## src/rtl/bolip_pkg.sv

```systemverilog
// Shared types and constants of the binary outline and isolated-point detector.
package bolip_pkg;

  localparam int MAX_WIDTH  = 256;
  localparam int MAX_HEIGHT = 256;

  localparam int DIM_W   = 9;
  localparam int FIELD_W = 8;
  localparam int COL_W   = $clog2(MAX_WIDTH);
  localparam int IROW_W  = $clog2(MAX_HEIGHT + 2);
  localparam int OROW_W  = $clog2(MAX_HEIGHT);

  localparam int QUEUE_DEPTH = 4;
  localparam int QPTR_W      = $clog2(QUEUE_DEPTH);
  localparam int QCNT_W      = $clog2(QUEUE_DEPTH + 1);

  localparam int CFG_INDEX_W = 1;
  localparam logic [CFG_INDEX_W-1:0] CFG_FRAME_WIDTH  = 1'd0;
  localparam logic [CFG_INDEX_W-1:0] CFG_FRAME_HEIGHT = 1'd1;
  localparam logic [DIM_W-1:0]       DIM_RESET        = 9'd250;

  localparam logic MODE_PIXEL = 1'b0;
  localparam logic MODE_FLUSH = 1'b1;

  typedef struct packed {
    logic               mode;
    logic [FIELD_W-1:0] pixel;
  } in_t;

  typedef struct packed {
    logic [FIELD_W-1:0] row;
    logic [FIELD_W-1:0] column;
    logic               dot;
    logic               isolated;
    logic               outline;
    logic               last;
  } out_t;

  // One classified item handed from the front to the back.
  typedef struct packed {
    logic [COL_W-1:0]  col;
    logic              fg;
    logic              first_col;
    logic              emit;
    logic              last;
    logic [OROW_W-1:0] orow;
    logic [COL_W-1:0]  ocol;
    logic              has_left;
    logic              has_right;
    logic              has_up;
    logic              has_down;
  } work_t;

endpackage

```

## src/rtl/bolip_ram.sv

```systemverilog
// Generic simple dual-port RAM with registered read.
module bolip_ram #(
  parameter int WIDTH = 1,
  parameter int DEPTH = 256
) (
  input  logic                     clk,
  input  logic                     we,
  input  logic [$clog2(DEPTH)-1:0] waddr,
  input  logic [WIDTH-1:0]         wdata,
  input  logic                     re,
  input  logic [$clog2(DEPTH)-1:0] raddr,
  output logic [WIDTH-1:0]         rdata
);

  logic [WIDTH-1:0] mem [DEPTH];

  always_ff @(posedge clk) begin
    if (we) begin
      mem[waddr] <= wdata;
    end
    if (re) begin
      rdata <= mem[raddr];
    end
  end

endmodule

```

## src/rtl/bolip_front.sv

```systemverilog
// Front end: accepts items, tracks input and output raster positions, classifies.
module bolip_front (
  input  logic                         clk,
  input  logic                         rst,
  input  logic                         restart,
  input  logic [bolip_pkg::DIM_W-1:0]  frame_width,
  input  logic [bolip_pkg::DIM_W-1:0]  frame_height,
  input  logic                         src_valid,
  output logic                         src_ready,
  input  bolip_pkg::in_t               src_data,
  input  logic                         queue_full,
  output logic                         push,
  output bolip_pkg::work_t             push_data
);

  logic [bolip_pkg::DIM_W-1:0]  w;
  logic [bolip_pkg::DIM_W-1:0]  h;
  logic [bolip_pkg::COL_W-1:0]  in_column;
  logic [bolip_pkg::IROW_W-1:0] in_row;
  logic [bolip_pkg::OROW_W-1:0] out_row;
  logic [bolip_pkg::COL_W-1:0]  out_col;
  logic                         accept;
  logic                         in_frame;
  logic                         ignore;
  logic                         emit;
  logic                         last;
  logic                         in_wrap;
  logic                         out_wrap;

  always_comb begin
    if (frame_width == '0) begin
      w = bolip_pkg::DIM_W'(1);
    end else if (frame_width > bolip_pkg::DIM_W'(bolip_pkg::MAX_WIDTH)) begin
      w = bolip_pkg::DIM_W'(bolip_pkg::MAX_WIDTH);
    end else begin
      w = frame_width;
    end
    if (frame_height == '0) begin
      h = bolip_pkg::DIM_W'(1);
    end else if (frame_height > bolip_pkg::DIM_W'(bolip_pkg::MAX_HEIGHT)) begin
      h = bolip_pkg::DIM_W'(bolip_pkg::MAX_HEIGHT);
    end else begin
      h = frame_height;
    end
  end

  assign src_ready = !queue_full;
  assign accept    = src_valid && src_ready;
  assign in_frame  = bolip_pkg::DIM_W'(in_row) < h;
  // drop a flush that arrives before the frame is complete
  assign ignore    = (src_data.mode == bolip_pkg::MODE_FLUSH) && in_frame;
  assign push      = accept && !ignore;

  // an output is due once the input is one row plus one pixel ahead
  assign emit = (in_row > bolip_pkg::IROW_W'(1)) ||
                ((in_row == bolip_pkg::IROW_W'(1)) && (in_column != '0));
  assign last = (bolip_pkg::DIM_W'(out_row) == h - bolip_pkg::DIM_W'(1)) &&
                (bolip_pkg::DIM_W'(out_col) == w - bolip_pkg::DIM_W'(1));

  assign in_wrap  = (bolip_pkg::DIM_W'(in_column) + bolip_pkg::DIM_W'(1)) >= w;
  assign out_wrap = (bolip_pkg::DIM_W'(out_col) + bolip_pkg::DIM_W'(1)) >= w;

  always_comb begin
    push_data.col       = in_column;
    push_data.fg        = in_frame && (src_data.mode == bolip_pkg::MODE_PIXEL) &&
                          (src_data.pixel == '0);
    push_data.first_col = (in_column == '0);
    push_data.emit      = emit;
    push_data.last      = emit && last;
    push_data.orow      = out_row;
    push_data.ocol      = out_col;
    push_data.has_left  = (out_col != '0);
    push_data.has_right = !out_wrap;
    push_data.has_up    = (out_row != '0);
    push_data.has_down  = (bolip_pkg::DIM_W'(out_row) + bolip_pkg::DIM_W'(1)) < h;
  end

  always_ff @(posedge clk) begin
    if (rst || restart) begin
      in_column <= '0;
      in_row    <= '0;
      out_row   <= '0;
      out_col   <= '0;
    end else if (push) begin
      if (emit && last) begin
        // frame done: start the next one
        in_column <= '0;
        in_row    <= '0;
        out_row   <= '0;
        out_col   <= '0;
      end else begin
        if (in_wrap) begin
          in_column <= '0;
          in_row    <= in_row + bolip_pkg::IROW_W'(1);
        end else begin
          in_column <= in_column + bolip_pkg::COL_W'(1);
        end
        if (emit) begin
          if (out_wrap) begin
            out_col <= '0;
            out_row <= out_row + bolip_pkg::OROW_W'(1);
          end else begin
            out_col <= out_col + bolip_pkg::COL_W'(1);
          end
        end
      end
    end
  end

endmodule

```

## src/rtl/bolip_queue.sv

```systemverilog
// Short register queue between the front and the back.
module bolip_queue (
  input  logic             clk,
  input  logic             rst,
  input  logic             push,
  input  bolip_pkg::work_t push_data,
  output logic             full,
  input  logic             pop,
  output logic             head_valid,
  output bolip_pkg::work_t head
);

  bolip_pkg::work_t              slots [bolip_pkg::QUEUE_DEPTH];
  logic [bolip_pkg::QPTR_W-1:0]  wr_ptr;
  logic [bolip_pkg::QPTR_W-1:0]  rd_ptr;
  logic [bolip_pkg::QCNT_W-1:0]  count;

  assign full       = (count == bolip_pkg::QCNT_W'(bolip_pkg::QUEUE_DEPTH));
  assign head_valid = (count != '0);
  assign head       = slots[rd_ptr];

  always_ff @(posedge clk) begin
    if (push) begin
      slots[wr_ptr] <= push_data;
    end
  end

  always_ff @(posedge clk) begin
    if (rst) begin
      wr_ptr <= '0;
      rd_ptr <= '0;
      count  <= '0;
    end else begin
      if (push) begin
        wr_ptr <= wr_ptr + bolip_pkg::QPTR_W'(1);
      end
      if (pop) begin
        rd_ptr <= rd_ptr + bolip_pkg::QPTR_W'(1);
      end
      if (push && !pop) begin
        count <= count + bolip_pkg::QCNT_W'(1);
      end else if (pop && !push) begin
        count <= count - bolip_pkg::QCNT_W'(1);
      end
    end
  end

endmodule

```

## src/rtl/bolip_back.sv

```systemverilog
// Back end: line stores, 3x3 window and the outline / isolated-point judgement.
module bolip_back (
  input  logic             clk,
  input  logic             rst,
  input  logic             restart,
  input  logic             head_valid,
  input  bolip_pkg::work_t head,
  output logic             pop,
  output logic             dst_valid,
  input  logic             dst_ready,
  output bolip_pkg::out_t  dst_data
);

  bolip_pkg::work_t e;
  logic             e_valid;
  logic             e_fire;
  logic             out_free;
  logic [1:0]       rdata;
  logic [1:0]       wdata;
  logic [1:0]       lines;
  logic             byp;
  logic [1:0]       byp_data;
  logic [8:0]       win;
  logic [8:0]       shifted;
  logic [2:0]       cl;
  logic [2:0]       cc;
  logic [2:0]       cr;
  logic             any;
  logic             dot;

  assign out_free = !dst_valid || dst_ready;
  assign e_fire   = e_valid && (!e.emit || out_free);
  assign pop      = head_valid && (!e_valid || e_fire);

  // upper line in bit 1, middle line in bit 0
  assign lines   = byp ? byp_data : rdata;
  assign wdata   = {lines[0], e.fg};
  assign shifted = {e.fg, lines[0], lines[1], win[8:3]};

  bolip_ram #(
    .WIDTH (2),
    .DEPTH (bolip_pkg::MAX_WIDTH)
  ) u_lines (
    .clk   (clk),
    .we    (e_fire),
    .waddr (e.col),
    .wdata (wdata),
    .re    (pop),
    .raddr (head.col),
    .rdata (rdata)
  );

  always_comb begin
    // at column zero the centre sits in the newest column of the old window
    if (e.first_col) begin
      cl = win[5:3];
      cc = win[8:6];
      cr = 3'b000;
    end else begin
      cl = shifted[2:0];
      cc = shifted[5:3];
      cr = shifted[8:6];
    end
    dot = cc[1];
    any = (e.has_left  && ((cl[0] && e.has_up) || cl[1] || (cl[2] && e.has_down))) ||
          (cc[0] && e.has_up) || (cc[2] && e.has_down) ||
          (e.has_right && ((cr[0] && e.has_up) || cr[1] || (cr[2] && e.has_down)));
  end

  always_ff @(posedge clk) begin
    if (pop) begin
      e        <= head;
      // forward a write to the column being read in the same cycle
      byp      <= e_fire && (e.col == head.col);
      byp_data <= wdata;
    end
    if (e_fire && e.emit) begin
      dst_data.row      <= bolip_pkg::FIELD_W'(e.orow);
      dst_data.column   <= bolip_pkg::FIELD_W'(e.ocol);
      dst_data.dot      <= dot;
      dst_data.isolated <= dot && !any;
      dst_data.outline  <= !dot && any;
      dst_data.last     <= e.last;
    end
  end

  always_ff @(posedge clk) begin
    if (rst) begin
      e_valid   <= 1'b0;
      dst_valid <= 1'b0;
      win       <= '0;
    end else begin
      if (pop) begin
        e_valid <= 1'b1;
      end else if (e_fire) begin
        e_valid <= 1'b0;
      end
      if (e_fire && e.emit) begin
        dst_valid <= 1'b1;
      end else if (dst_ready) begin
        dst_valid <= 1'b0;
      end
      if (restart) begin
        win <= '0;
      end else if (e_fire) begin
        win <= e.last ? 9'd0 : shifted;
      end
    end
  end

endmodule

```

## src/rtl/binary_outline_isolated_point_3x3.sv

```systemverilog
// Binary outline and isolated-point detector over a 3x3 window, raster pixel stream.
//
// Pixels arrive in raster order, one item per clock while src_ready is high; a zero
// byte is a foreground dot. Each pixel comes back with its row, column, dot,
// isolated, outline and last flags once the input has moved one row plus one pixel
// past it, so the final frame_width + 1 results are pushed out by flush items (a
// flush given before the frame is complete is dropped). The block sustains one item
// per cycle while dst_ready does not stall the output; the front classifies an item
// in its accept cycle, a four-entry queue decouples it from the back, and the back
// issues the registered read of the shared line-store RAM (two bits per column) as
// it takes the item from the queue, then updates the window and the output
// register as the item leaves the back's work register. A write to either frame
// register restarts the frame.
module binary_outline_isolated_point_3x3 (
  input  logic                              clk,
  input  logic                              rst,
  input  logic                              src_valid,
  output logic                              src_ready,
  input  bolip_pkg::in_t                    src_data,
  output logic                              dst_valid,
  input  logic                              dst_ready,
  output bolip_pkg::out_t                   dst_data,
  input  logic                              cfg_we,
  input  logic [bolip_pkg::CFG_INDEX_W-1:0] cfg_index,
  input  logic [bolip_pkg::DIM_W-1:0]       cfg_data
);

  logic [bolip_pkg::DIM_W-1:0] frame_width;
  logic [bolip_pkg::DIM_W-1:0] frame_height;
  logic                        queue_full;
  logic                        push;
  bolip_pkg::work_t            push_data;
  logic                        pop;
  logic                        head_valid;
  bolip_pkg::work_t            head;

  always_ff @(posedge clk) begin
    if (rst) begin
      frame_width  <= bolip_pkg::DIM_RESET;
      frame_height <= bolip_pkg::DIM_RESET;
    end else if (cfg_we) begin
      unique case (cfg_index)
        bolip_pkg::CFG_FRAME_WIDTH:  frame_width  <= cfg_data;
        bolip_pkg::CFG_FRAME_HEIGHT: frame_height <= cfg_data;
        default: ;
      endcase
    end
  end

  bolip_front u_front (
    .clk          (clk),
    .rst          (rst),
    .restart      (cfg_we),
    .frame_width  (frame_width),
    .frame_height (frame_height),
    .src_valid    (src_valid),
    .src_ready    (src_ready),
    .src_data     (src_data),
    .queue_full   (queue_full),
    .push         (push),
    .push_data    (push_data)
  );

  bolip_queue u_queue (
    .clk        (clk),
    .rst        (rst),
    .push       (push),
    .push_data  (push_data),
    .full       (queue_full),
    .pop        (pop),
    .head_valid (head_valid),
    .head       (head)
  );

  bolip_back u_back (
    .clk        (clk),
    .rst        (rst),
    .restart    (cfg_we),
    .head_valid (head_valid),
    .head       (head),
    .pop        (pop),
    .dst_valid  (dst_valid),
    .dst_ready  (dst_ready),
    .dst_data   (dst_data)
  );

endmodule

```

## config.mk

```make
export PLATFORM = sky130hd
export DESIGN_NAME = binary_outline_isolated_point_3x3
export DESIGN_NICKNAME = d
export VERILOG_FILES = /design/src/rtl/bolip_pkg.sv /design/src/rtl/bolip_ram.sv /design/src/rtl/bolip_front.sv /design/src/rtl/bolip_queue.sv /design/src/rtl/bolip_back.sv /design/src/rtl/binary_outline_isolated_point_3x3.sv
export SDC_FILE = /design/constraint.sdc
export NUM_CORES = 1
export LEC_CHECK = 0
export ABC_AREA = 1
export BUFFER_PORTS_ARGS = -buffer_cell sky130_fd_sc_hd__buf_2
export CORE_MARGIN = 2
export CORE_UTILIZATION = 56
export CTS_BUF_LIST = sky130_fd_sc_hd__clkbuf_4
export CTS_CLUSTER_SIZE = 40
export DETAILED_ROUTE_END_ITERATION = 7
export GPL_ROUTABILITY_DRIVEN = 0
export PLACE_DENSITY = 0.75
export SYNTH_ARGS = -nofsm -noshare
export SYNTH_HDL_FRONTEND = slang
export SYNTH_SLANG_ARGS = --single-unit
```

## constraint.sdc

```tcl
create_clock -name clk -period 12.08 [get_ports clk]
set_input_delay 0.604 -clock clk [delete_from_list [all_inputs] [get_ports clk]]
set_output_delay 0.604 -clock clk [all_outputs]
set_load 0.005 [all_outputs]
```

==> metrics.txt <==
die area 0.0614 sq mm; FMAX 0.187 GHz; P&R area growth vs syn 10.1%; Worst path most repeated cell nand3_1; met3 global-route usage 5.45%; Final period util 44.2%; Num Clock Sinks 765; Final Hold Viols 0; startpoint types flop; Comb pwr share 36.0%; Max H-tree Level 4; HPWL Detailed 48,200 microns; Post-Syn Area 0.0333 sq mm; yosys warns 0; setup bufs post-CTS 0; Initial DRC Count 2,766; Root Buffer Master clkbuf_4; total core area 0.0589 sq mm; met1 GRT Util 33.1%; post_cts resized 0; Main synth FF type edfxtp_1; Yosys top cell area share 62.9%; Clock Latency Late Sink 1030 ps; Max Clock Skew 56.8 ps; DRC viols 0; Slew HR 12.5%; CTS clk-pin slew, worst paths 70 ps; CTS tree built; Worst path slowest cell buf_4; Total GRT Usage 27.7%; vias in the first global route 24,600; async set-reset flop share out of synthesis 0%; post-route ant nets 0; Period minus WS final 5340 ps; crit-path max FO 121; Slew @ Worst Pin 1310 ps; First-pass DRT Iterations 8; setup tns final 0 ps; fin area 0.0367 sq mm; Int Power 0.00539 W; Reg power frac 39.3%; Longest Clk Path Bufs 3; Syn Nets 3,201; top-count cell post-synth edfxtp_1; CP max stage delay 960 ps; io pins 46; Post-synth EDFFs 697; status completed; switching power 0.00353 W; WP data arrival 6220 ps; Vias 24,300; max cap viols 0; synth unique cells 45; cell taking the most area after synthesis edfxtp_1; busiest layer in global routing met2; Final setup viols 0; GRT met2 Usage 47.3%; largest cells by area after synthesis edfxtp_1, nand2_1, nand3_1; flops & latches, synth 765; Post-Synthesis Cells 3,126; LEAKAGE 13.4 nW; RSZ-0062 raised after global routing false; HP Start src_data[6]; DR WL/cell 20.2 microns; hold path cells 4; critical path cell sequence buf_4 -> inv_2 -> nand2_1 -> nand3_1 -> nand2_4 -> inv_6 -> buf_4 -> nand2_1 -> nand3_1 -> nand3_1 -> nand2_1 -> nand2_1 -> nand3_1 -> nand3_1 -> nand3_1 -> nand3_1 -> nand2_1; R2R Setup Slk 6740 ps; NumNets Final 3,313; sw frac 39.6%; FF-to-FF End u_back.u_lines.rdata[1]; Total Wirelength 83,900 microns; via/cell ratio 5.86; post-synthesis sequential area ratio 67.0%; port bufs 45; chip width 248 microns; clock share of power 24.7%; Reg2Reg Depth 17; Hold Crit Endpoint u_queue.slots[2][23]; Avg Cell Area, Syn 10.6 sq um; largest net degree at the start of global routing 139; power density over cell area 243 mW/mm^2; Initial Util 56.5%; Die Height 248 microns; worst min path class input pin to flop; Cell Area, Placed 0.0341 sq mm; first-pass GRT wire length 129,000 microns; Crit path required time 12,960 ps; Post-synth top cells edfxtp_1, nand2_1, nor2_1; Num CTS Buffers 187; Std-Cell Rows 89; layout cells sized above 1 12.5%; initial antenna violation count 2; Max Slew Vio Count 0; VDD IR max 233 uV; critical path class flop to flop; Critical Path End Type flop; gr ovfl total 0
per-stage QoR:
step	setup slack [ps]	util, %	instances	total power [W]	hold WS, ps
6_report	6740	62.2	4151	0.00891	186
5_1_grt	6280	62.2	4151	0.00939	115
4_1_cts	6880	62.2	4149	0.00890	47.8
3_5_place_dp	6900	57.8	3807	0.00670	407
3_3_place_gp	7010	57.8	3807	0.00659	404
2_1_floorplan	7940	-	3126	0.00577	400
cell type report:
cell class	count	area, sq um
diodes	2	5.00
clock buffers	278	2090
clock inverters	49	355
fillers	4669	22200
inverters	157	601
multi-input cells	2031	9710
flip-flops and latches	765	22300
well taps	773	967
repair buffers	96	646
power groups by stage:
stage / sequential, W / combinational, W / clock [W]
after CTS: 0.00350 / 0.00316 / 0.00224
after global routing: 0.00352 / 0.00350 / 0.00237
after floorplan: 0.00367 / 0.00210 / 0
final: 0.00351 / 0.00321 / 0.00220
after global placement: 0.00355 / 0.00304 / 0
after detailed placement: 0.00356 / 0.00314 / 0
worst max path at each step:
stage / slack [ps] / endpoint / cells after the start / from
finish: 6740 / u_back.u_lines.rdata[1] / 17 / flop
global placement: 7010 / u_back.u_lines.rdata[0] / 15 / flop
detailed placement: 6900 / u_back.u_lines.rdata[0] / 15 / flop
CTS: 6880 / u_back.u_lines.rdata[0] / 15 / flop
floorplan: 7940 / u_back.dst_data[2] / 5 / u_back.e[23]
global route: 6280 / u_back.u_lines.rdata[1] / 17 / flop
state kept, by name (all words and copies together) (netlist names), named ones only:
signal,cells
u_queue.slots,128
u_front.out_row,8
frame_width,9
u_front.in_row,9
u_queue.count,3
u_back.byp_data,2
frame_height,9
u_back.dst_data,20
u_back.e,32
u_front.out_col,8
u_back.e_valid,1
u_back.byp,1
u_queue.wr_ptr,2
u_queue.rd_ptr,2
u_front.in_column,8
u_back.u_lines.mem,512
u_back.dst_valid,1
u_back.u_lines.rdata,2
u_back.win,6
kinds of logic after synthesis:
family	count (synthesis)	synth area share (%)
and+or+nand+nor	1577	19.8
DFF	765	67.0
AOI/OAI and AO/OA	374	6.53
buffers and inverters	330	3.98
adders and majority gates	51	1.94
xor gates and xnor gates	27	0.710
muxes	2	0.0601
cell usage in the layout, fill, tap and decap left out, types with 2 or more instances in the layout:
cell type      instances
mux2i_1                2
diode_2                2
and2_1                 5
nand2_4                3
a221oi_1               3
nand3_2                2
nor4_1                 6
o21ai_0              168
nand2_1              652
nand3_1              376
buf_4                 36
nand2_2                6
buf_2                 45
inv_2                  6
xnor2_1                2
a21o_1                 2
o21ai_1               15
clkinv_2               4
edfxtp_1             697
o21a_1                 3
dfxtp_1               67
nor2_2                 8
ha_1                  50
nor3b_1                2
nand3b_1               4
nand4_1               17
o22ai_1               47
dlygate4sd3_1         15
nor2_1               459
inv_6                  3
clkinv_1              44
xor2_1                25
o211ai_1              79
a21oi_1               50
or2_2                 20
inv_1                142
nor3_1                15
bufinv_16              6
clkbuf_4             278
layer usage:
| layer | vias up | part of all wire [%] |
|---|---|---|
| li1 | 11200 | - |
| met1 | 11600 | 38 |
| met2 | 1252 | 50 |
| met3 | 220 | 8.9 |
| met4 | 0 | 3.9 |
| met5 | - | 0 |
critical path: cells and delay by family (launching register included):
kind                   cells  cell delay, ps
buffers and inverters      4            2850
AND/OR/NAND/NOR           13            1800
flip-flops                 1             310
what timing repair did:
action,in CTS,in global routing
hold buffers,15,0
endpoints found under the hold margin,33,0
endpoints found under the setup margin,0,0
Note: power is estimated with default switching activity, not from simulation.
